$ cat src/hw/rtl/gdcr_pkg.sv
// ----------------------------------------------------------------------------
// gdcr_pkg
// Shared types, constants and helpers for the column raycaster.
// ----------------------------------------------------------------------------
package gdcr_pkg;

	localparam int MAP_SIDE_DEF       = 8;
	localparam int SCREEN_COLUMNS_DEF = 384;
	localparam int SCREEN_ROWS_DEF    = 216;

	localparam int NUM_REGS = 6;

	localparam logic [2:0] REG_POS_X   = 3'd0;
	localparam logic [2:0] REG_POS_Y   = 3'd1;
	localparam logic [2:0] REG_DIR_X   = 3'd2;
	localparam logic [2:0] REG_DIR_Y   = 3'd3;
	localparam logic [2:0] REG_PLANE_X = 3'd4;
	localparam logic [2:0] REG_PLANE_Y = 3'd5;

	localparam logic OP_CAST  = 1'b0;
	localparam logic OP_WRITE = 1'b1;

	localparam logic [15:0] RST_POS_X   = 16'd8192;
	localparam logic [15:0] RST_POS_Y   = 16'd8192;
	localparam logic [15:0] RST_DIR_X   = 16'hC052;
	localparam logic [15:0] RST_DIR_Y   = 16'd1630;
	localparam logic [15:0] RST_PLANE_X = 16'd0;
	localparam logic [15:0] RST_PLANE_Y = 16'd10813;

	localparam logic [31:0] COLOR_NONE  = 32'hFF000000;
	localparam logic [31:0] COLOR_RED   = 32'hFF0000FF;
	localparam logic [31:0] COLOR_GREEN = 32'hFF00FF00;
	localparam logic [31:0] COLOR_BLUE  = 32'hFFFF0000;
	localparam logic [31:0] COLOR_PINK  = 32'hFFFF00FF;
	localparam logic [7:0]  SHADE       = 8'hC0;

	typedef struct packed {
		logic       operation;
		logic [8:0] column;
		logic [5:0] cell_index;
		logic [2:0] cell_code;
	} in_item_t;

	typedef struct packed {
		logic [8:0]  out_column;
		logic [7:0]  wall_top;
		logic [7:0]  wall_bottom;
		logic [31:0] wall_color;
		logic        hit_y_side;
		logic [15:0] perp_distance;
		logic        out_of_bounds;
	} out_item_t;

	typedef enum logic [3:0] {
		ST_IDLE,
		ST_RAY,
		ST_CHECK,
		ST_DIVX,
		ST_DIVY,
		ST_SIDE,
		ST_WALK,
		ST_READ,
		ST_HDIV,
		ST_DONE
	} state_t;

	typedef struct packed {
		logic load;
		logic ray;
		logic div_start;
		logic div_sel_y;
		logic div_height;
		logic cap_dx;
		logic cap_dy;
		logic side;
		logic walk;
		logic read;
		logic emit;
	} ctrl_t;

	typedef struct packed {
		logic bad_start;
		logic div_done;
		logic walk_stop;
		logic hit;
	} stat_t;

	function automatic logic [31:0] wall_rgb(input logic [2:0] code);
		logic [31:0] c;
		unique case (code)
			3'd1:    c = COLOR_RED;
			3'd2:    c = COLOR_GREEN;
			3'd3:    c = COLOR_BLUE;
			3'd4:    c = COLOR_PINK;
			default: c = COLOR_NONE;
		endcase
		return c;
	endfunction

	function automatic logic [31:0] shade_rgb(input logic [31:0] c);
		logic [15:0] r, g, b;
		r = c[7:0] * SHADE;
		g = c[15:8] * SHADE;
		b = c[23:16] * SHADE;
		return {8'hFF, b[15:8], g[15:8], r[15:8]};
	endfunction

endpackage

$ cat src/hw/rtl/gdcr_ctrl.sv
// ----------------------------------------------------------------------------
// gdcr_ctrl
// Sequencer for one cast: ray set-up, reciprocals, walk, height, result.
// ----------------------------------------------------------------------------
module gdcr_ctrl (
	input  logic            clk,
	input  logic            arst_n,
	input  logic            go,
	input  gdcr_pkg::stat_t stat,
	output gdcr_pkg::ctrl_t ctrl,
	output logic            busy
);

	gdcr_pkg::state_t state_q, state_d;

	always_ff @(posedge clk or negedge arst_n) begin
		if (!arst_n)
			state_q <= gdcr_pkg::ST_IDLE;
		else
			state_q <= state_d;
	end

	always_comb begin
		state_d = state_q;
		unique case (state_q)
			gdcr_pkg::ST_IDLE:  if (go) state_d = gdcr_pkg::ST_RAY;
			gdcr_pkg::ST_RAY:   state_d = gdcr_pkg::ST_CHECK;
			gdcr_pkg::ST_CHECK: state_d = stat.bad_start ? gdcr_pkg::ST_DONE
				: gdcr_pkg::ST_DIVX;
			gdcr_pkg::ST_DIVX:  if (stat.div_done) state_d = gdcr_pkg::ST_DIVY;
			gdcr_pkg::ST_DIVY:  if (stat.div_done) state_d = gdcr_pkg::ST_SIDE;
			gdcr_pkg::ST_SIDE:  state_d = gdcr_pkg::ST_WALK;
			gdcr_pkg::ST_WALK:  state_d = stat.walk_stop ? gdcr_pkg::ST_DONE
				: gdcr_pkg::ST_READ;
			gdcr_pkg::ST_READ:  state_d = stat.hit ? gdcr_pkg::ST_HDIV
				: gdcr_pkg::ST_WALK;
			gdcr_pkg::ST_HDIV:  if (stat.div_done) state_d = gdcr_pkg::ST_DONE;
			gdcr_pkg::ST_DONE:  state_d = gdcr_pkg::ST_IDLE;
			default:            state_d = gdcr_pkg::ST_IDLE;
		endcase
	end

	always_comb begin
		ctrl = '0;
		busy = (state_q != gdcr_pkg::ST_IDLE);
		unique case (state_q)
			gdcr_pkg::ST_IDLE:  ctrl.load = go;
			gdcr_pkg::ST_RAY:   ctrl.ray = 1'b1;
			gdcr_pkg::ST_CHECK: ctrl.div_start = !stat.bad_start;
			gdcr_pkg::ST_DIVX:  begin
				ctrl.cap_dx = stat.div_done;
				ctrl.div_start = stat.div_done;
				ctrl.div_sel_y = stat.div_done;
			end
			gdcr_pkg::ST_DIVY:  begin
				ctrl.div_sel_y = 1'b1;
				ctrl.cap_dy = stat.div_done;
			end
			gdcr_pkg::ST_SIDE:  ctrl.side = 1'b1;
			gdcr_pkg::ST_WALK:  ctrl.walk = 1'b1;
			gdcr_pkg::ST_READ:  begin
				ctrl.read = 1'b1;
				ctrl.div_start = stat.hit;
				ctrl.div_height = stat.hit;
			end
			gdcr_pkg::ST_HDIV:  ctrl.div_height = 1'b1;
			gdcr_pkg::ST_DONE:  ctrl.emit = 1'b1;
			default:            ctrl = '0;
		endcase
	end

endmodule

$ cat config.mk
export PLATFORM = sky130hd
export DESIGN_NAME = gdcr_ctrl
export DESIGN_NICKNAME = d
export VERILOG_FILES = /design/src/hw/rtl/gdcr_pkg.sv /design/src/hw/rtl/gdcr_ctrl.sv
export SDC_FILE = /design/constraint.sdc
export NUM_CORES = 1
export LEC_CHECK = 0
export BUFFER_PORTS_ARGS = -buffer_cell sky130_fd_sc_hd__buf_2
export CORE_AREA = 3 3 40 42
export CTS_CLUSTER_SIZE = 28
export DETAILED_ROUTE_END_ITERATION = 16
export DIE_AREA = 0 0 43 45
export PLACE_DENSITY = 0.58
export SLEW_MARGIN = 20
export SYNTH_ARGS = -nofsm -noshare
export SYNTH_HDL_FRONTEND = slang
export SYNTH_SLANG_ARGS = --single-unit
$ cat constraint.sdc
create_clock -name clk -period 2.6 [get_ports clk]
set_input_delay 0.52 -clock clk [delete_from_list [all_inputs] [get_ports clk]]
set_output_delay 0.52 -clock clk [all_outputs]
set_load 0.05 [all_outputs]
== After elaboration in Yosys (flattened, before gate mapping) ==
Cells that the tools add are included.
Cells by class
  reductions and logical operators: 4
  multiplexer cells: 19
  eq/ne operators: 13
Operators by type and width (count)
  4-bit case mux with 9 select lines: 1
  4-bit 2-to-1 mux: 7
  4-bit by 3-bit equality test with 1-bit output (second input constant): 4
  4-bit by 2-bit equality test with 1-bit output (second input constant): 2
  4-bit equality test (second input constant): 2
  1-bit 2-to-1 mux: 8
  2-bit != test (second input constant): 4
  4-bit by 1-bit equality test with 1-bit output (second input constant): 1
  4-bit logical NOT: 1
  1-bit case mux with 2 select lines: 2
  4-bit AND reduction: 1
  4-bit nonzero test: 1
  1-bit case mux with 3 select lines: 1
  1-bit logical NOT: 1
Word-level totals
  word-level logic and storage cells: 37
  bits in registers: 4

== Longest topological paths before layout ==
Gate-level depths: netlist of the first run.
  depth in word-level cells: 3
  gate-level depth with buffers: 5
  gate-level depth less buffers: 3

== Worst setup path before layout of the first run ==
No wires, ideal clock.
  kind: flip-flop to output port
  start: register state_q[2]
  end: output ctrl[8] (netlist bit)
  buffers on the path: 2
  path slack: 76 ps
  arrival time: 2004 ps
  stages on the path, launching flop included: 6
  path through: dfrtp_1 -> buf_6 -> buf_2 -> nor3_1 -> a21oi_1 -> nor3b_1
RTL lines
  start: declaration: RTL line gdcr_ctrl.sv:14  | gdcr_pkg::state_t state_q, state_d;
  start signal: assignment: RTL line gdcr_ctrl.sv:18  | state_q <= gdcr_pkg::ST_IDLE;
  start signal: assignment: RTL line gdcr_ctrl.sv:20  | state_q <= state_d;
  end: declaration: RTL line gdcr_ctrl.sv:10  | output gdcr_pkg::ctrl_t ctrl,

==> metrics.md, run 1 <==
| Metric | Value |
|---|---|
| Status | complete, no violations |
| Synth Register Bits | 4 |
| Overall Power | 701 uW |
| CP Launch Type | flop |
| Placed Area | 492 sq um |
| # fillers | 143 |
| Initial Util | 31.9% |
| Gate power share | 65.5% |
| Setup Skew | 0.00929 ns |
| Most frequent cells in the layout | buf_2 (18), nor2_1 (6), dfrtp_1 (4) |
| R2R Path Start | state_q[2]$_DFFE_PN0P_ |
| Slew Limit Headroom | 63.4% |
| Clock Pin Slew Worst Setup and Hold Paths | 0.04 ns |
| Worst Setup EP | ctrl[6] |
| Arrival @ worst endpoint | 1.78 ns |
| IO buf count | 18 |
| Unrepaired setup endpoints after global routing | false |
| CTS resizes | 0 |
| Reg-to-Reg End | state_q[2]$_DFFE_PN0P_ |
| Layout cells sized above 1 | 31.4% |
| Biggest regs | state_q x4 |
| Vias in the first global route | 369 |
| PD cells | 1360 mW/mm^2 |
| Sw Pwr | 414 uW |
| Min-Delay Path Class | primary input to async pin |
| Number of flip-flops in the largest register | 4 |
| Via count | 446 |
| Overflow after GRT | 0 |
| Final min period | 2.30 ns |
| Post-synth ARST share | 100% |
| Post CTS Setup Buffer Count | 0 |
| Worst-case reg-to-reg path depth | 3 |
| CTS tree | built |
| Die width | 43 microns |
| R2R setup slack | 1.11 ns |
| TNS Setup | 0 ns |
| Final ANT Viol Nets | 0 |
| CP Class | flop to primary output |
| Worst Setup End Kind | primary output |
| Largest net degree at the start of global routing | 17 |
| TritonCTS buffer count | 3 |
| DR iter-0 viols | 4 |
| Cell-internal power | 287 uW |
| Synthesized Nets | 60 |
| Most common cell after layout, fill and taps aside | buf_2 |
| Max-slew violation count | 0 |
| Slew @ Worst Pin | 0.546 ns |
| Leakage power total | 0.000256 uW |
| Initial antenna violation count | 0 |
| Synth unique cells | 28 |
| Top FF cell, synth | dfrtp_1 |
| Fin nets | 79 |
| Syn-to-layout area delta | 25.3% |
| # rows | 13 |
| CP required | 2.08 ns |
| Max Cap Violations | 0 |
| Period utilisation layout | 88.6% |
| Crit-path max FO | 16 |
| HPWL after detailed placement | 719 microns |
| CTS hold repair buffers | 0 |
| Peak VDD IR | 0.343 mV |
| Ant diodes | 0 |
| Drt drc | 0 |
| Clk_lat worst skew | 0.24 ns |
| DIE AREA | 0.00194 sq mm |
| Final Hold Viols | 0 |
| Clk pwr share | 11.5% |
| Core Region | 0.00128 sq mm |
| Placer congestion estimate | 0.664 |
| First-pass detailed-route iteration total | 4 |
| Fmax | 434 MHz |
| Cell area after synthesis | 410 sq um |
| Worst Setup SP | state_q[2]$_DFFE_PN0P_ |
| Final setup violation count | 0 |
| CTS root buf | clkbuf_4 |
| Number of synthesized flops with an enable pin | 0 |
| Vias per inst | 5.25 |
| Switching fraction of total power | 59.1% |
| Post-synthesis sequential area ratio | 24.4% |
| Synth warn | 0 |
| Power share of the sequential group | 23.0% |
| Clock tree sinks | 4 |
| WL per Instance | 12.0 microns |
| H-tree levels | 1 |
| GR Util All Layers | 11.4% |
| Mean Syn Cell Area | 7.74 sq um |
| Largest Register | state_q |
| First-pass GRT wire length | 1570 microns |
| Worst hold slack | 0.0679 ns |
| Worst-case clock buffer depth | 2 |
| Die height | 45 microns |
| Final Instance Area | 514 sq um |
| Ports | 19 |
| Syn Inst Count | 53 |
| Total Wirelength | 1020 microns |
[area by class of cell]
| cell class | instances | area (sq um) | area share (%) |
|---|---|---|---|
| inverters | 1 | 3.75 | 0.730 |
| well taps | 15 | 18.8 | 3.65 |
| clock buffers | 3 | 22.5 | 4.38 |
| multi-input cells | 44 | 279 | 54.3 |
| repair buffers | 18 | 90.1 | 17.5 |
| flip-flops and latches | 4 | 100 | 19.5 |
[power by group through the flow]
stage          clock, uW  sequential [uW]  combinational, uW
2_1_floorplan          0              108                436
3_3_place_gp           0              162                456
3_5_place_dp           0              164                459
4_1_cts             83.9              163                460
5_1_grt             89.7              175                494
6_report            80.5              161                459
[logic make-up (layout without fill, tap and decap cells)]
| family | Yosys count | in the layout | synth area share (%) |
|---|---|---|---|
| simple gates | 28 | 28 | 37.2 |
| compound gates | 13 | 13 | 23.2 |
| buf+inv | 5 | 22 | 7.62 |
| flops | 4 | 4 | 24.4 |
| mux | 3 | 3 | 7.62 |
[Yosys cell counts, types with 2 or more instances]
| cell | count | area [sq um] |
|---|---|---|
| mux2i_1 | 2 | 20.0 |
| o21ai_0 | 3 | 15.0 |
| nand2b_1 | 2 | 12.5 |
| nor3b_1 | 3 | 22.5 |
| a2bb2oi_1 | 2 | 17.5 |
| dfrtp_1 | 4 | 100 |
| and3_1 | 3 | 18.8 |
| a22oi_1 | 3 | 22.5 |
| nor2b_1 | 3 | 18.8 |
| nor3_1 | 3 | 15.0 |
| nor2_1 | 6 | 22.5 |
| nand2_1 | 3 | 11.3 |
[worst min path at each step]
stage / from / to / slack, ns
3_5_place_dp: arst_n / state_q[3]$_DFFE_PN0P_ / 0.33
4_1_cts: arst_n / state_q[1]$_DFFE_PN0P_ / 0.07
2_1_floorplan: arst_n / state_q[0]$_DFFE_PN0P_ / 0.22
6_report: arst_n / state_q[2]$_DFFE_PN0P_ / 0.07
5_1_grt: arst_n / state_q[1]$_DFFE_PN0P_ / 0.06
3_3_place_gp: arst_n / state_q[3]$_DFFE_PN0P_ / 0.33
[metal layers]
layer	GRT usage, %	share of wire [%]	vias to the layer above
li1	-	-	227
met1	12.6	45	199
met2	17.1	45	17
met3	3.98	7.1	3
met4	10.8	2.5	0
met5	0	0	-
[per-stage QoR]
step | utilization, % | instances | setup WS (ns)
after floorplan | - | 53 | 0.0759
after global placement | 38.3 | 82 | 0.612
after detailed placement | 38.3 | 82 | 0.585
after CTS | 40.0 | 85 | 0.313
after global routing | 40.0 | 85 | 0.172
final | 40.0 | 85 | 0.298
[worst max-delay path, cell delays in order (launching register included)]
cell and delay (ns):
dfrtp_1 0.66, nor2b_1 0.38, a32o_1 0.23, buf_2 0.26
Power figures use the tool's default switching activity.
==> inputs of run 2 (changes only) <==
--- a/config.mk
+++ b/config.mk
@@ -5,12 +5,12 @@
 export SDC_FILE = /design/constraint.sdc
 export NUM_CORES = 1
 export LEC_CHECK = 0
-export BUFFER_PORTS_ARGS = -buffer_cell sky130_fd_sc_hd__buf_2
 export CORE_AREA = 3 3 40 42
 export CTS_CLUSTER_SIZE = 28
 export DETAILED_ROUTE_END_ITERATION = 16
 export DIE_AREA = 0 0 43 45
-export PLACE_DENSITY = 0.58
+export DONT_BUFFER_PORTS = 1
+export PLACE_DENSITY = 0.45
 export SLEW_MARGIN = 20
 export SYNTH_ARGS = -nofsm -noshare
 export SYNTH_HDL_FRONTEND = slang
==> metrics.md, run 2 (same netlist as run 1, synthesis figures left out) <==
| Metric | Value |
|---|---|
| Gate power share | 66.9% |
| Final core occ | 38.7% |
| WL per Instance | 14.1 microns |
| Final setup violation count | 0 |
| Worst Setup End Kind | primary output |
| Clk_lat worst skew | 0.25 ns |
| Ant diodes | 0 |
| Leakage power total | 0.000215 uW |
| PD cells | 1420 mW/mm^2 |
| Syn-to-layout area delta | 21.0% |
| CP Launch Type | flop |
| CP Class | flop to primary output |
| First-pass GRT wire length | 1680 microns |
| CP required | 2.08 ns |
| Cell-internal power | 292 uW |
| Drt drc | 0 |
| Setup Skew | 0.00580 ns |
| H-tree levels | 1 |
| Max-slew violation count | 0 |
| Status | complete, no violations |
| Ports | 19 |
| # fillers | 139 |
| Power share of the sequential group | 21.6% |
| TNS Setup | 0 ns |
| Final Hold Viols | 0 |
| CTS resizes | 0 |
| Arrival @ worst endpoint | 1.74 ns |
| Core Region | 0.00128 sq mm |
| Final min period | 2.26 ns |
| Switching fraction of total power | 58.7% |
| Clock Pin Slew Worst Setup and Hold Paths | 0.04 ns |
| # rows | 13 |
| Most common cell after layout, fill and taps aside | buf_4 |
| Overflow after GRT | 0 |
| Clock tree sinks | 4 |
| Vias in the first global route | 376 |
| Number of flip-flops in the largest register | 4 |
| Biggest regs | state_q x4 |
| Final ANT Viol Nets | 0 |
| Most frequent cells in the layout | buf_4 (7), nor2_1 (6), dfrtp_1 (4) |
| HPWL after detailed placement | 741 microns |
| Initial antenna violation count | 0 |
| Initial Util | 31.9% |
| Worst-case clock buffer depth | 2 |
| Vias per inst | 5.52 |
| Min-Delay Path Class | primary input to async pin |
| IO buf count | 0 |
| Unrepaired setup endpoints after global routing | false |
| Via count | 414 |
| Crit-path max FO | 11 |
| DR iter-0 viols | 9 |
| DIE AREA | 0.00194 sq mm |
| First-pass detailed-route iteration total | 4 |
| Die height | 45 microns |
| Fmax | 443 MHz |
| Largest Register | state_q |
| Largest net degree at the start of global routing | 14 |
| Peak VDD IR | 0.561 mV |
| Slew Limit Headroom | 62.9% |
| Clk pwr share | 11.5% |
| Total Wirelength | 1060 microns |
| Period utilisation layout | 86.8% |
| R2R setup slack | 0.86 ns |
| Slew @ Worst Pin | 0.557 ns |
| TritonCTS buffer count | 3 |
| Layout cells sized above 1 | 21.7% |
| Placer congestion estimate | 0.702 |
| GR Util All Layers | 12.3% |
| Die width | 43 microns |
| Worst hold slack | 0.537 ns |
| Sw Pwr | 414 uW |
| CTS root buf | clkbuf_4 |
| Max Cap Violations | 0 |
| Fin nets | 69 |
| CTS tree | built |
==> run 2: metrics by stage <==
stage / setup slack [ns] / area (sq um) / total power [uW] / instances
6_report: 0.342 / 497 / 705 / 75
2_1_floorplan: 0.0759 / 410 / 544 / 53
3_3_place_gp: 0.638 / 464 / 629 / 71
4_1_cts: 0.353 / 497 / 712 / 75
3_5_place_dp: 0.620 / 464 / 624 / 71
5_1_grt: 0.203 / 497 / 763 / 75
==> run 2: worst paths after layout <==
kind	from	endpoint	cells past startpoint
max	state_q[0]$_DFFE_PN0P_	ctrl[6]	2
min	arst_n	state_q[2]$_DFFE_PN0P_	1
max reg2reg	state_q[0]$_DFFE_PN0P_	state_q[3]$_DFFE_PN0P_	3
min reg2reg	state_q[2]$_DFFE_PN0P_	state_q[1]$_DFFE_PN0P_	1
max in group asynchronous	arst_n	state_q[3]$_DFFE_PN0P_	1
min in group clk	stat[3]	state_q[1]$_DFFE_PN0P_	2
==> run 2: area by class of cell <==
type | count | area (sq um) | share of cell area [%]
Sequential cell | 4 | 100 | 20.2
Tap cell | 15 | 18.8 | 3.78
Inverter | 1 | 3.75 | 0.756
Clock buffer | 3 | 22.5 | 4.53
Multi-Input combinational cell | 44 | 289 | 58.2
Timing Repair Buffer | 8 | 62.6 | 12.6
==> run 2: what timing repair did <==
action | CTS | global route
hold endpoints to repair | 4 | 0
setup buffers | 0 | 0
hold buffers | 1 | 0
==> run 2: routing by layer <==
| layer | GRT usage [%] | vias to the layer above | part of all wire, % |
|---|---|---|---|
| li1 | - | 205 | - |
| met1 | 14.6 | 190 | 45 |
| met2 | 15.3 | 17 | 42 |
| met3 | 9.56 | 2 | 11 |
| met4 | 7.23 | 0 | 1.8 |
| met5 | 0 | - | 0 |
==> run 2: critical path, cell delays in order, from the launching register on <==
cell,delay (ns)
dfrtp_1,0.47
nor2_1,0.46
a32o_1,0.57
==> run 2: power groups by stage <==
| stage | registers [uW] | clock network, uW | logic, uW |
|---|---|---|---|
| floorplan | 108 | 0 | 436 |
| global placement | 155 | 0 | 474 |
| detailed placement | 153 | 0 | 471 |
| CTS | 153 | 82.0 | 477 |
| global route | 162 | 91.8 | 510 |
| finish | 153 | 81.2 | 472 |
