[config.mk]
export PLATFORM = sky130hd
export DESIGN_NAME = gdcr_dpath
export DESIGN_NICKNAME = d
export VERILOG_FILES = /design/src/hw/rtl/gdcr_pkg.sv /design/src/hw/rtl/gdcr_div.sv /design/src/hw/rtl/gdcr_dpath.sv
export SDC_FILE = /design/constraint.sdc
export NUM_CORES = 2
export LEC_CHECK = 0
export ABC_AREA = 1
export ABC_CLOCK_PERIOD_IN_PS = 6700
export BUFFER_PORTS_ARGS = -buffer_cell sky130_fd_sc_hd__clkbuf_2
export CAP_MARGIN = 10
export CORE_ASPECT_RATIO = 0.7
export CORE_MARGIN = 2
export CORE_UTILIZATION = 55
export CTS_CLUSTER_DIAMETER = 40
export DETAILED_ROUTE_END_ITERATION = 8
export GPL_ROUTABILITY_DRIVEN = 0
export PLACE_DENSITY_LB_ADDON = 0.2
export RECOVER_POWER = 50
export SYNTH_ARGS = -nofsm -noshare
export SYNTH_HDL_FRONTEND = slang
export SYNTH_SLANG_ARGS = --single-unit
[constraint.sdc]
create_clock -name clk -period 6.7 [get_ports clk]
set_input_delay 1.34 -clock clk [delete_from_list [all_inputs] [get_ports clk]]
set_output_delay 1.34 -clock clk [all_outputs]
set_load 0.1 [all_outputs]
[src/hw/rtl/gdcr_pkg.sv]
// ----------------------------------------------------------------------------
// gdcr_pkg
// Shared types, constants and helpers for the column raycaster.
// ----------------------------------------------------------------------------
package gdcr_pkg;

	localparam int MAP_SIDE_DEF       = 8;
	localparam int SCREEN_COLUMNS_DEF = 384;
	localparam int SCREEN_ROWS_DEF    = 216;

	localparam int NUM_REGS = 6;

	localparam logic [2:0] REG_POS_X   = 3'd0;
	localparam logic [2:0] REG_POS_Y   = 3'd1;
	localparam logic [2:0] REG_DIR_X   = 3'd2;
	localparam logic [2:0] REG_DIR_Y   = 3'd3;
	localparam logic [2:0] REG_PLANE_X = 3'd4;
	localparam logic [2:0] REG_PLANE_Y = 3'd5;

	localparam logic OP_CAST  = 1'b0;
	localparam logic OP_WRITE = 1'b1;

	localparam logic [15:0] RST_POS_X   = 16'd8192;
	localparam logic [15:0] RST_POS_Y   = 16'd8192;
	localparam logic [15:0] RST_DIR_X   = 16'hC052;
	localparam logic [15:0] RST_DIR_Y   = 16'd1630;
	localparam logic [15:0] RST_PLANE_X = 16'd0;
	localparam logic [15:0] RST_PLANE_Y = 16'd10813;

	localparam logic [31:0] COLOR_NONE  = 32'hFF000000;
	localparam logic [31:0] COLOR_RED   = 32'hFF0000FF;
	localparam logic [31:0] COLOR_GREEN = 32'hFF00FF00;
	localparam logic [31:0] COLOR_BLUE  = 32'hFFFF0000;
	localparam logic [31:0] COLOR_PINK  = 32'hFFFF00FF;
	localparam logic [7:0]  SHADE       = 8'hC0;

	typedef struct packed {
		logic       operation;
		logic [8:0] column;
		logic [5:0] cell_index;
		logic [2:0] cell_code;
	} in_item_t;

	typedef struct packed {
		logic [8:0]  out_column;
		logic [7:0]  wall_top;
		logic [7:0]  wall_bottom;
		logic [31:0] wall_color;
		logic        hit_y_side;
		logic [15:0] perp_distance;
		logic        out_of_bounds;
	} out_item_t;

	typedef enum logic [3:0] {
		ST_IDLE,
		ST_RAY,
		ST_CHECK,
		ST_DIVX,
		ST_DIVY,
		ST_SIDE,
		ST_WALK,
		ST_READ,
		ST_HDIV,
		ST_DONE
	} state_t;

	typedef struct packed {
		logic load;
		logic ray;
		logic div_start;
		logic div_sel_y;
		logic div_height;
		logic cap_dx;
		logic cap_dy;
		logic side;
		logic walk;
		logic read;
		logic emit;
	} ctrl_t;

	typedef struct packed {
		logic bad_start;
		logic div_done;
		logic walk_stop;
		logic hit;
	} stat_t;

	function automatic logic [31:0] wall_rgb(input logic [2:0] code);
		logic [31:0] c;
		unique case (code)
			3'd1:    c = COLOR_RED;
			3'd2:    c = COLOR_GREEN;
			3'd3:    c = COLOR_BLUE;
			3'd4:    c = COLOR_PINK;
			default: c = COLOR_NONE;
		endcase
		return c;
	endfunction

	function automatic logic [31:0] shade_rgb(input logic [31:0] c);
		logic [15:0] r, g, b;
		r = c[7:0] * SHADE;
		g = c[15:8] * SHADE;
		b = c[23:16] * SHADE;
		return {8'hFF, b[15:8], g[15:8], r[15:8]};
	endfunction

endpackage

[src/hw/rtl/gdcr_div.sv]
// ----------------------------------------------------------------------------
// gdcr_div
// Radix-2 restoring divider, one quotient bit per cycle.
// ----------------------------------------------------------------------------
module gdcr_div (
	input  logic        clk,
	input  logic        arst_n,
	input  logic        start,
	input  logic [44:0] dividend,
	input  logic [44:0] divisor,
	output logic        done,
	output logic [44:0] quotient
);

	logic [5:0]  cnt_q;
	logic        run_q;
	logic        done_q;
	logic [44:0] rem_q;
	logic [44:0] quo_q;
	logic [44:0] dvs_q;
	logic [45:0] trial;

	assign trial = {rem_q, quo_q[44]} - {1'b0, dvs_q};

	always_ff @(posedge clk or negedge arst_n) begin
		if (!arst_n) begin
			run_q <= 1'b0;
			cnt_q <= '0;
		end else if (start) begin
			run_q <= 1'b1;
			cnt_q <= 6'd45;
		end else if (run_q) begin
			cnt_q <= cnt_q - 6'd1;
			if (cnt_q == 6'd1)
				run_q <= 1'b0;
		end
	end

	// quotient is complete the cycle after the last step
	always_ff @(posedge clk or negedge arst_n) begin
		if (!arst_n)
			done_q <= 1'b0;
		else
			done_q <= !start && run_q && (cnt_q == 6'd1);
	end

	always_ff @(posedge clk) begin
		if (start) begin
			rem_q <= '0;
			quo_q <= dividend;
			dvs_q <= divisor;
		end else if (run_q) begin
			if (!trial[45]) begin
				rem_q <= trial[44:0];
				quo_q <= {quo_q[43:0], 1'b1};
			end else begin
				rem_q <= {rem_q[43:0], quo_q[44]};
				quo_q <= {quo_q[43:0], 1'b0};
			end
		end
	end

	assign done     = done_q;
	assign quotient = quo_q;

endmodule

[src/hw/rtl/gdcr_dpath.sv]
// ----------------------------------------------------------------------------
// gdcr_dpath
// Ray set-up, DDA walk registers, tile map and result formatting.
// ----------------------------------------------------------------------------
module gdcr_dpath #(
	parameter int MAP_SIDE       = gdcr_pkg::MAP_SIDE_DEF,
	parameter int SCREEN_COLUMNS = gdcr_pkg::SCREEN_COLUMNS_DEF,
	parameter int SCREEN_ROWS    = gdcr_pkg::SCREEN_ROWS_DEF
) (
	input  logic                clk,
	input  logic                arst_n,
	input  gdcr_pkg::in_item_t  item,
	input  logic                item_write,
	input  logic [15:0]         pos_x,
	input  logic [15:0]         pos_y,
	input  logic signed [15:0]  dir_x,
	input  logic signed [15:0]  dir_y,
	input  logic signed [15:0]  pln_x,
	input  logic signed [15:0]  pln_y,
	input  gdcr_pkg::ctrl_t     ctrl,
	output gdcr_pkg::stat_t     stat,
	output logic                res_valid,
	output gdcr_pkg::out_item_t res
);

	localparam int CELLS  = MAP_SIDE * MAP_SIDE;
	// rounded up so that exact multiples floor correctly
	localparam longint RECIP = ((64'd1 << 31) + longint'(SCREEN_COLUMNS) - 1)
		/ longint'(SCREEN_COLUMNS);
	localparam int STEPS  = 2 * MAP_SIDE + 2;
	localparam int HALF   = SCREEN_ROWS / 2;

	// tile map: valid bit per cell, data held in a plain array
	logic [2:0]       map_q [CELLS];
	logic [CELLS-1:0] mval_q;

	always_ff @(posedge clk or negedge arst_n) begin
		if (!arst_n)
			mval_q <= '0;
		else if (item_write && (32'(item.cell_index) < CELLS))
			mval_q[item.cell_index] <= 1'b1;
	end

	always_ff @(posedge clk) begin
		if (item_write && (32'(item.cell_index) < CELLS))
			map_q[item.cell_index] <= item.cell_code;
	end

	logic [8:0]          col_q;
	logic signed [15:0]  xcam_q;
	logic signed [32:0]  rx_q, ry_q;
	logic signed [6:0]   cx_q, cy_q;
	logic [31:0]         dx_q, dy_q;
	logic [47:0]         sx_q, sy_q, prev_q;
	logic                ux_q, uy_q, yside_q, oob_q, hit_q;
	logic [5:0]          n_q;
	logic [2:0]          code_q;
	logic [15:0]         d8_q;

	logic [40:0] xprod;
	assign xprod = 41'(item.column) * 41'(RECIP);

	logic signed [32:0] rx_d, ry_d;
	assign rx_d = 33'(dir_x) * 33'sd16384 + 33'(pln_x) * 33'(xcam_q);
	assign ry_d = 33'(dir_y) * 33'sd16384 + 33'(pln_y) * 33'(xcam_q);

	logic [32:0] mag_x, mag_y;
	assign mag_x = rx_q[32] ? 33'(-rx_q) : 33'(rx_q);
	assign mag_y = ry_q[32] ? 33'(-ry_q) : 33'(ry_q);

	logic [3:0] cx0, cy0;
	assign cx0 = pos_x[15:12];
	assign cy0 = pos_y[15:12];

	logic [15:0] d8_w;
	assign d8_w = (prev_q[47:36] != '0) ? 16'hFFFF : prev_q[35:20];

	logic        div_start;
	logic [44:0] div_a, div_b, div_q;
	logic        div_done;

	always_comb begin
		if (ctrl.div_height) begin
			div_a = 45'(SCREEN_ROWS) << 8;
			div_b = 45'(d8_w);
		end else begin
			div_a = 45'd1 << 44;
			div_b = ctrl.div_sel_y ? 45'(mag_y) : 45'(mag_x);
		end
	end
	assign div_start = ctrl.div_start &&
		!(ctrl.div_height && d8_w == 16'd0);

	gdcr_div u_div (
		.clk      (clk),
		.arst_n   (arst_n),
		.start    (div_start),
		.dividend (div_a),
		.divisor  (div_b),
		.done     (div_done),
		.quotient (div_q)
	);

	logic [31:0] div_sat;
	assign div_sat = (div_q[44:32] != '0) ? 32'hFFFFFFFF : div_q[31:0];

	// one DDA step
	logic        take_x;
	logic signed [6:0] ncx, ncy;
	logic        outside;
	assign take_x = ux_q && (!uy_q || sx_q < sy_q);
	assign ncx = take_x ? cx_q + (rx_q[32] ? -7'sd1 : 7'sd1) : cx_q;
	assign ncy = take_x ? cy_q : cy_q + (ry_q[32] ? -7'sd1 : 7'sd1);
	assign outside = ncx < 0 || ncx >= 7'(MAP_SIDE) || ncy < 0
		|| ncy >= 7'(MAP_SIDE);

	// map read for the cell being entered, registered at the walk step
	logic [15:0] nidx;
	logic [2:0]  rd_q;
	logic        rdv_q;
	logic [2:0]  rd_code;
	assign nidx = 16'(ncy) * 16'(MAP_SIDE) + 16'(ncx);

	always_ff @(posedge clk) begin
		if (ctrl.walk) begin
			rd_q  <= map_q[nidx[$clog2(CELLS)-1:0]];
			rdv_q <= mval_q[nidx[$clog2(CELLS)-1:0]];
		end
	end

	assign rd_code = rdv_q ? rd_q : 3'd0;

	assign stat.bad_start = (rx_q == 0 && ry_q == 0) || 32'(cx0) >= MAP_SIDE
		|| 32'(cy0) >= MAP_SIDE;
	assign stat.div_done  = div_done || (ctrl.div_height && d8_w == 16'd0
		&& !div_start);
	assign stat.walk_stop = outside || (32'(n_q) >= STEPS);
	assign stat.hit       = rd_code != 3'd0;

	logic [12:0] fx, fy;
	assign fx = rx_q[32] ? 13'(pos_x[11:0]) : 13'd4096 - 13'(pos_x[11:0]);
	assign fy = ry_q[32] ? 13'(pos_y[11:0]) : 13'd4096 - 13'(pos_y[11:0]);

	always_ff @(posedge clk) begin
		if (ctrl.load) begin
			col_q  <= item.column;
			xcam_q <= 16'(xprod[40:16]) - 16'sd16384;
			oob_q  <= 1'b1;
			hit_q  <= 1'b0;
			code_q <= 3'd0;
			yside_q <= 1'b0;
			prev_q <= '0;
			d8_q   <= '0;
		end
		if (ctrl.ray) begin
			rx_q <= rx_d;
			ry_q <= ry_d;
			cx_q <= 7'(cx0);
			cy_q <= 7'(cy0);
			ux_q <= rx_d != 0;
			uy_q <= ry_d != 0;
			n_q  <= '0;
		end
		if (div_done && ctrl.cap_dx)
			dx_q <= div_sat;
		if (div_done && ctrl.cap_dy)
			dy_q <= div_sat;
		if (ctrl.side) begin
			sx_q <= 48'(dx_q) * 48'(fx);
			sy_q <= 48'(dy_q) * 48'(fy);
		end
		if (ctrl.walk) begin
			if (take_x) begin
				prev_q <= sx_q;
				sx_q <= sx_q + (48'(dx_q) << 12);
				yside_q <= 1'b0;
			end else begin
				prev_q <= sy_q;
				sy_q <= sy_q + (48'(dy_q) << 12);
				yside_q <= 1'b1;
			end
			cx_q <= ncx;
			cy_q <= ncy;
			n_q  <= n_q + 6'd1;
		end
		if (ctrl.read && stat.hit) begin
			hit_q  <= 1'b1;
			oob_q  <= 1'b0;
			code_q <= rd_code;
			d8_q   <= d8_w;
		end
	end

	// span
	logic [44:0] hgt, thalf;
	logic [44:0] top_w, bot_w;
	assign hgt   = div_q;
	assign thalf = hgt >> 1;
	assign top_w = (thalf >= 45'(HALF)) ? 45'd0 : 45'(HALF) - thalf;
	assign bot_w = (45'(HALF) + thalf > 45'(SCREEN_ROWS - 1))
		? 45'(SCREEN_ROWS - 1) : 45'(HALF) + thalf;

	logic [31:0] base_c;
	assign base_c = gdcr_pkg::wall_rgb(code_q);

	logic             rv_q;
	gdcr_pkg::out_item_t r_q, r_d;

	always_comb begin
		r_d = '0;
		r_d.out_column = col_q;
		r_d.out_of_bounds = !hit_q;
		if (hit_q) begin
			r_d.wall_color    = yside_q ? gdcr_pkg::shade_rgb(base_c) : base_c;
			r_d.hit_y_side    = yside_q;
			r_d.perp_distance = d8_q;
			r_d.wall_top      = (d8_q == 0) ? 8'd0 : top_w[7:0];
			r_d.wall_bottom   = (d8_q == 0) ? 8'(SCREEN_ROWS - 1) : bot_w[7:0];
		end
	end

	always_ff @(posedge clk or negedge arst_n) begin
		if (!arst_n)
			rv_q <= 1'b0;
		else
			rv_q <= ctrl.emit;
	end

	always_ff @(posedge clk) begin
		if (ctrl.emit)
			r_q <= r_d;
	end

	assign res_valid = rv_q;
	assign res = r_q;

endmodule

Yosys cells after proc, flatten, opt, wreduce, memory -nomap -nowiden
Memories as Yosys holds them, arrays and structs flattened. A register that Yosys moved wholly into a read port is not among the register bits.
Cells that the tools add are included.
{ "op_classes": {"n_mux": 55, "n_reduce_logical": 38, "multipliers": 8, "magnitude_cmp": 13, "n_eq_ne": 5, "bitwise_logic": 2, "addsub": 17} }
{ "ops": {"columns": ["op", "count"], "rows": [
  ["$mux W48", 9],
  ["$mux W45", 4],
  ["$mux W33", 3],
  ["$add A48 B44 Y48", 2],
  ["$pmux W24 S4", 1],
  ["$mul A32 B13 Y45", 2],
  ["$add A30 B32 Y33", 2],
  ["$logic_not A33 Y1", 2],
  ["$neg A33 Y33", 2],
  ["$reduce_bool A33 Y1", 2],
  ["$mul A16 B16 Y32", 2],
  ["$mux W16", 4],
  ["$mux W32", 2],
  ["$or A64 B64 Y64", 1],
  ["$mux W7", 8],
  ["$lt A48 B48 Y1", 1],
  ["$sub A46 B33 Y46", 1],
  ["$add A7 B44 Y45 const A", 1],
  ["$gt A45 B8 Y1 const B", 1],
  ["$ge A44 B7 Y1 const B", 1],
  ["$logic_not A16 Y1", 2],
  ["$mul A9 B22 Y31 const B", 1],
  ["$mul A8 B2 Y10 const B", 3],
  ["$mux W13", 2],
  ["32 further kinds", 79]
]} }
{ "word_totals": {"inputBits": 129, "out_inout_bits": 80, "ramBits": 192, "ff_bits": 614, "n_memories": 1, "elab_cells": 175} }
{ "memory_table": {"columns": ["memory", "depth", "word_bits", "read_ports", "rd_ports_with_merged_regs", "write_ports", "line", "source"], "rows": [
  ["map_q", 64, 3, 1, 1, 1, "gdcr_dpath.sv:34", "logic [2:0] map_q [CELLS];"]
]} }

Logic depth before layout (Yosys ltp)
{ "logic_depth": {"ltp_word": 9, "ltp_mapped": 41, "mapped_depth_nobuf": 38} }

By module
From an unflattened synthesis, not the netlist that was laid out.
{ "hier_totals": {"hier_cells": 11890, "area_unflattened_um2": 94438.1} }
{ "by_module_without_submodules": {"columns": ["mod", "n_inst", "area_each_um2", "seq_area_each_um2", "cells_each"], "rows": [
  ["gdcr_dpath", 1, 84633.7, 17952.2, 10420],
  ["gdcr_div", 1, 9804.4, 3803.6, 1470]
]} }

Least setup slack after synthesis
No wires, ideal clock.
{ "synth_timing": {"path_kind": "input -> register", "from": "input port pos_x[0]", "to": "register sx_q[34]", "stages": 36, "required_ns": 6.571, "setup_ns": 0.129, "n_path_buf": 2, "slack_ns": -0.908, "t_arrival_ns": 7.479, "path_cell_list": "clkbuf_1 -> inv_1 -> ha_1 -> nand2_1 -> nor2_1 -> inv_1 -> nor3_1 -> inv_1 -> nor2_1 -> nor2_1 -> a21oi_1 -> or2_2 -> nand2_1 -> inv_2 -> clkbuf_1 -> nor2_1 -> fa_1 -> fa_1 -> fa_1 -> fa_1 -> inv_1 -> fa_1 -> inv_1 -> ha_1 -> nand2_1 -> nor2_1 -> inv_1 -> nor3_1 -> a21oi_1 -> o21ai_0 -> nand2_1 -> nand2_1 -> nand2_1 -> and3_1 -> nor3_1 -> o22ai_1"} }
{ "synth_between": {"elab_chain_len": 6} }
{ "synth_lines": {"columns": ["element", "line", "source"], "rows": [
  ["start, declared", "gdcr_dpath.sv:14", "input logic [15:0] pos_x,"],
  ["$sub A13 B12 Y13", "gdcr_dpath.sv:141", "assign fx = rx_q[32] ? 13'(pos_x[11:0]) : 13'd4096 - 13'(pos_x[11:0]);"],
  ["$mux W13 (*)", "gdcr_dpath.sv:141", null],
  ["$mul A32 B13 Y45 (*)", "gdcr_dpath.sv:169", "sx_q <= 48'(dx_q) * 48'(fx);"],
  ["$mux W48 (*)", "gdcr_dpath.sv:168", "if (ctrl.side) begin"],
  ["$mux W48", "gdcr_dpath.sv:173", "if (take_x) begin"],
  ["$mux W48 (*)", "gdcr_dpath.sv:172", "if (ctrl.walk) begin"],
  ["end signal, assigned", "gdcr_dpath.sv:169", null],
  ["end signal, assigned", "gdcr_dpath.sv:175", "sx_q <= sx_q + (48'(dx_q) << 12);"],
  ["end, declared", "gdcr_dpath.sv:54", "logic [47:0] sx_q, sy_q, prev_q;"]
]} }
Mark *: on every way between the ends. The rest lies on a longest branch, timed or not.
A chain may end at the register's enable or synchronous reset.

Worst setup path after layout
{ "layout_timing": {"from": "input port pos_y[1]", "to": "register sy_q[44]"} }
{ "layout_between": {"elab_chain_len": 6} }
{ "layout_lines": {"columns": ["element", "line", "source"], "rows": [
  ["start, declared", "gdcr_dpath.sv:15", "input logic [15:0] pos_y,"],
  ["$sub A13 B12 Y13", "gdcr_dpath.sv:142", "assign fy = ry_q[32] ? 13'(pos_y[11:0]) : 13'd4096 - 13'(pos_y[11:0]);"],
  ["$mux W13 (*)", "gdcr_dpath.sv:142", null],
  ["$mul A32 B13 Y45 (*)", "gdcr_dpath.sv:170", "sy_q <= 48'(dy_q) * 48'(fy);"],
  ["$mux W48 (*)", "gdcr_dpath.sv:168", null],
  ["$mux W48", "gdcr_dpath.sv:173", null],
  ["$mux W48 (*)", "gdcr_dpath.sv:172", null],
  ["end signal, assigned", "gdcr_dpath.sv:170", null],
  ["end signal, assigned", "gdcr_dpath.sv:179", "sy_q <= sy_q + (48'(dy_q) << 12);"],
  ["end, declared", "gdcr_dpath.sv:54", null]
]} }
Marks and branches as above.

==> results.json <==
{
  "hold_viol_final": 0,
  "tightest_slew_ps": 4110,
  "fillCellCount": 13200,
  "min_path_type": "flop to flop",
  "grt_pass1_wl_um": 440000,
  "syn_area_mm2": 0.0920,
  "setup_viol": 44,
  "cts_buffers": 90,
  "drive_gt1_share_pct": 19.2,
  "dp.cells": 14200,
  "required_ps": 7300,
  "cts_root_buf": "clkbuf_16",
  "yosysWarnings": 0,
  "rsz0062_at_grt": "yes",
  "portBuffers": 207,
  "syn-num-nets": 13300,
  "ys_seq_area_share_pct": 23.3,
  "die_h_um": 346,
  "numClockSinks": 764,
  "fp.dieW_um": 493,
  "status": "complete, but fails checks",
  "maxCapViolCount": 9,
  "syn-instance-count": 11300,
  "synth_compound_area_share_pct": 8.04,
  "yosys.area_share.adder_pct": 35.3,
  "synth_area_leaders": "fa_1 27%, edfxtp_1 19%, inv_1 11%",
  "row_count": 125,
  "final_common_cell": "inv_1",
  "dpl.hpwl_um": 219000,
  "cts_tree": "yes",
  "syn_avg_cell_area_um2": 8.13,
  "grt_use_total_pct": 32.6,
  "routedWlPerCell_um": 19.3,
  "synth_ff_type": "edfxtp_1",
  "crit_path_max_fanout": 6,
  "worstSetupPathType": "primary input to flop",
  "initial_utilization_pct": 55.4,
  "drt-total-wl_um": 282000,
  "grt_max_degree": 109,
  "instances_no_fill": 14600,
  "synthToLayoutAreaGrowth_pct": 21.2,
  "synth_top_family_by_area": "adder cells",
  "critPathLaunchType": "primary input",
  "ys_ff_latch": 764,
  "cts.path.max_buffers": 3,
  "drc": 3,
  "fin_nets": 14200,
  "hold_ws_ps": 412,
  "skew_ps": 84.6,
  "grt_antenna_before_repair": 9,
  "ys_types": 70,
  "via_per_inst": 5.53,
  "num_io_pins": 209,
  "synth_simple_gate_area_share_pct": 17.9,
  "slew_violations": 484,
  "violations": "DRC, capacitance limit, slew limit, setup timing",
  "via_count": 80600,
  "path_clk_slew_ps": 70,
  "fp.dieArea_mm2": 0.171,
  "period_share_pct": 104,
  "core_region_area_mm2": 0.166,
  "synth_xor_area_share_pct": 2.35,
  "drt_iter0_markers": 8503,
  "max_freq_mhz": 143,
  "grt_overflow": 0,
  "firstDrtPassIters": 9,
  "synth.area.mux_share_pct": 0,
  "ys_async_sr_fraction_pct": 9.55,
  "crit_path_max_incr_delay_ps": 580,
  "setup_ws_ps": -296,
  "final_cell_mix": "2,563 x inv_1, 2,168 x nand2_1, 1,204 x fa_1",
  "period_minus_slack_ps": 7000,
  "yosysTopAreaCell": "fa_1",
  "synth.top_cell.area_share_pct": 27.4,
  "final_antenna_net_count": 0,
  "arrival_ps": 7600,
  "cp-end-kind": "flop",
  "slowest_stage": "fa_1",
  "cts_max_level": 3,
  "maxSlewHeadroom_pct": -174,
  "fin_area_mm2": 0.111,
  "place_area_mm2": 0.104,
  "clk_latency_ps": 730,
  "grt_pass1_vias": 80900,
  "synth-edff-count": 573
}
==> stage by stage <==
stage / util [%] / setup TNS, ps / setup WS (ps)
final: 67.1 / -5710 / -296
after global routing: 67.1 / -20360 / -516
after CTS: 65.4 / -1500 / -130
after detailed placement: 62.3 / -77350 / -1250
after global placement: 62.3 / -71820 / -1180
after floorplan: - / -9180 / -424
==> cells by family (layout without fill, tap and decap cells) <==
family / after synthesis / in the layout
compound gates: 1308 / 1308
xor+xnor: 246 / 246
fa+ha+maj: 1841 / 1841
buf+inv: 3172 / 4189
flops: 764 / 764
other cells: 0 / 2
simple gates: 3983 / 3983
==> sequential cells by signal, indices dropped and copies added, names as in the netlist, 6 cells and up <==
| name | cells |
|---|---|
| map_q | 192 |
| mval_q | 64 |
| res | 50 |
| sx_q | 48 |
| sy_q | 48 |
| u_div.quotient | 45 |
| u_div.rem_q | 45 |
| rx_q | 33 |
| ry_q | 33 |
| u_div.dvs_q | 33 |
| dx_q | 32 |
| dy_q | 32 |
| prev_q | 28 |
| d8_q | 16 |
| xcam_q | 16 |
| col_q | 9 |
| cx_q | 7 |
| cy_q | 7 |
| n_q | 6 |
| u_div.cnt_q | 6 |
==> cell type report <==
cell class                      instances  area, um2  share of cell area [%]
Clock buffer                          103       2320                    2.08
Multi-Input combinational cell       7378      63100                    56.6
Antenna cell                            2       5.00                 0.00449
Timing Repair Buffer                 1276      10700                    9.61
Tap cell                             2222       2780                    2.49
Sequential cell                       764      21400                    19.2
Timing Repair inverter                  1       6.26                 0.00561
Clock inverter                         65        768                   0.689
Inverter                             2744      10400                    9.34
==> layer usage <==
metal,share of wire [%],GRT usage [%]
met1,43,48.6
met2,42,47.6
met3,12,7.91
met4,2.9,8.69
met5,0.0082,0
==> final timing paths <==
path	from	endpoint	slack [ps]	cells after the start
min reg2reg	col_q[0]	res[66]	410	0
min in group asynchronous	arst_n	mval_q[4]	2050	1
max reg2reg	ry_q[32]	sy_q[44]	-180	26
max in group asynchronous	arst_n	u_div.cnt_q[2]	2320	1
min	col_q[0]	res[66]	410	0
max	pos_y[1]	sy_q[44]	-300	34
==> cell usage after synthesis, types with 5 or more instances <==
library cell	number
inv_1	2716
nand2_1	2317
fa_1	1259
nor2_1	833
ha_1	582
edfxtp_1	573
nand3_1	472
a21oi_1	464
o21ai_0	451
clkbuf_1	331
xor2_1	158
dfxtp_1	118
nor3_1	99
xnor2_1	87
nand4_1	86
o211ai_1	77
dfrtp_1	73
a31oi_1	64
nor4_1	55
buf_2	45
o21ai_1	44
or2_2	43
buf_4	33
o22ai_1	32
o21bai_1	27
o21a_1	25
a211oi_1	24
a21o_1	23
inv_2	22
buf_1	18
and3_1	17
a32o_1	14
nor3_2	12
a21boi_0	11
a221oi_1	8
o31ai_1	8
nand2_2	7
nand3b_1	7
and2_1	6
clkinv_1	6
nor2_2	6
o221ai_1	6
a31o_2	5
==> repair_timing <==
action | 4_1_cts | 5_1_grt
hold buffers | 0 | 0
resized for setup | 345 | 589
setup buffers | 75 | 88
pin swaps | 205 | 384
cloned | 4 | 10
endpoints found under the setup margin | 64 | 85
==> critical path: cells and delay by family <==
kind / cells / cell delay, ps
adders and majority gates: 7 / 2970
and+or+nand+nor: 12 / 1790
buffers and inverters: 10 / 810
AOI/OAI and AO/OA: 5 / 660
Power is not shown: default switching activity piles up to over one toggle a cycle in this logic, so the estimate is an artifact.
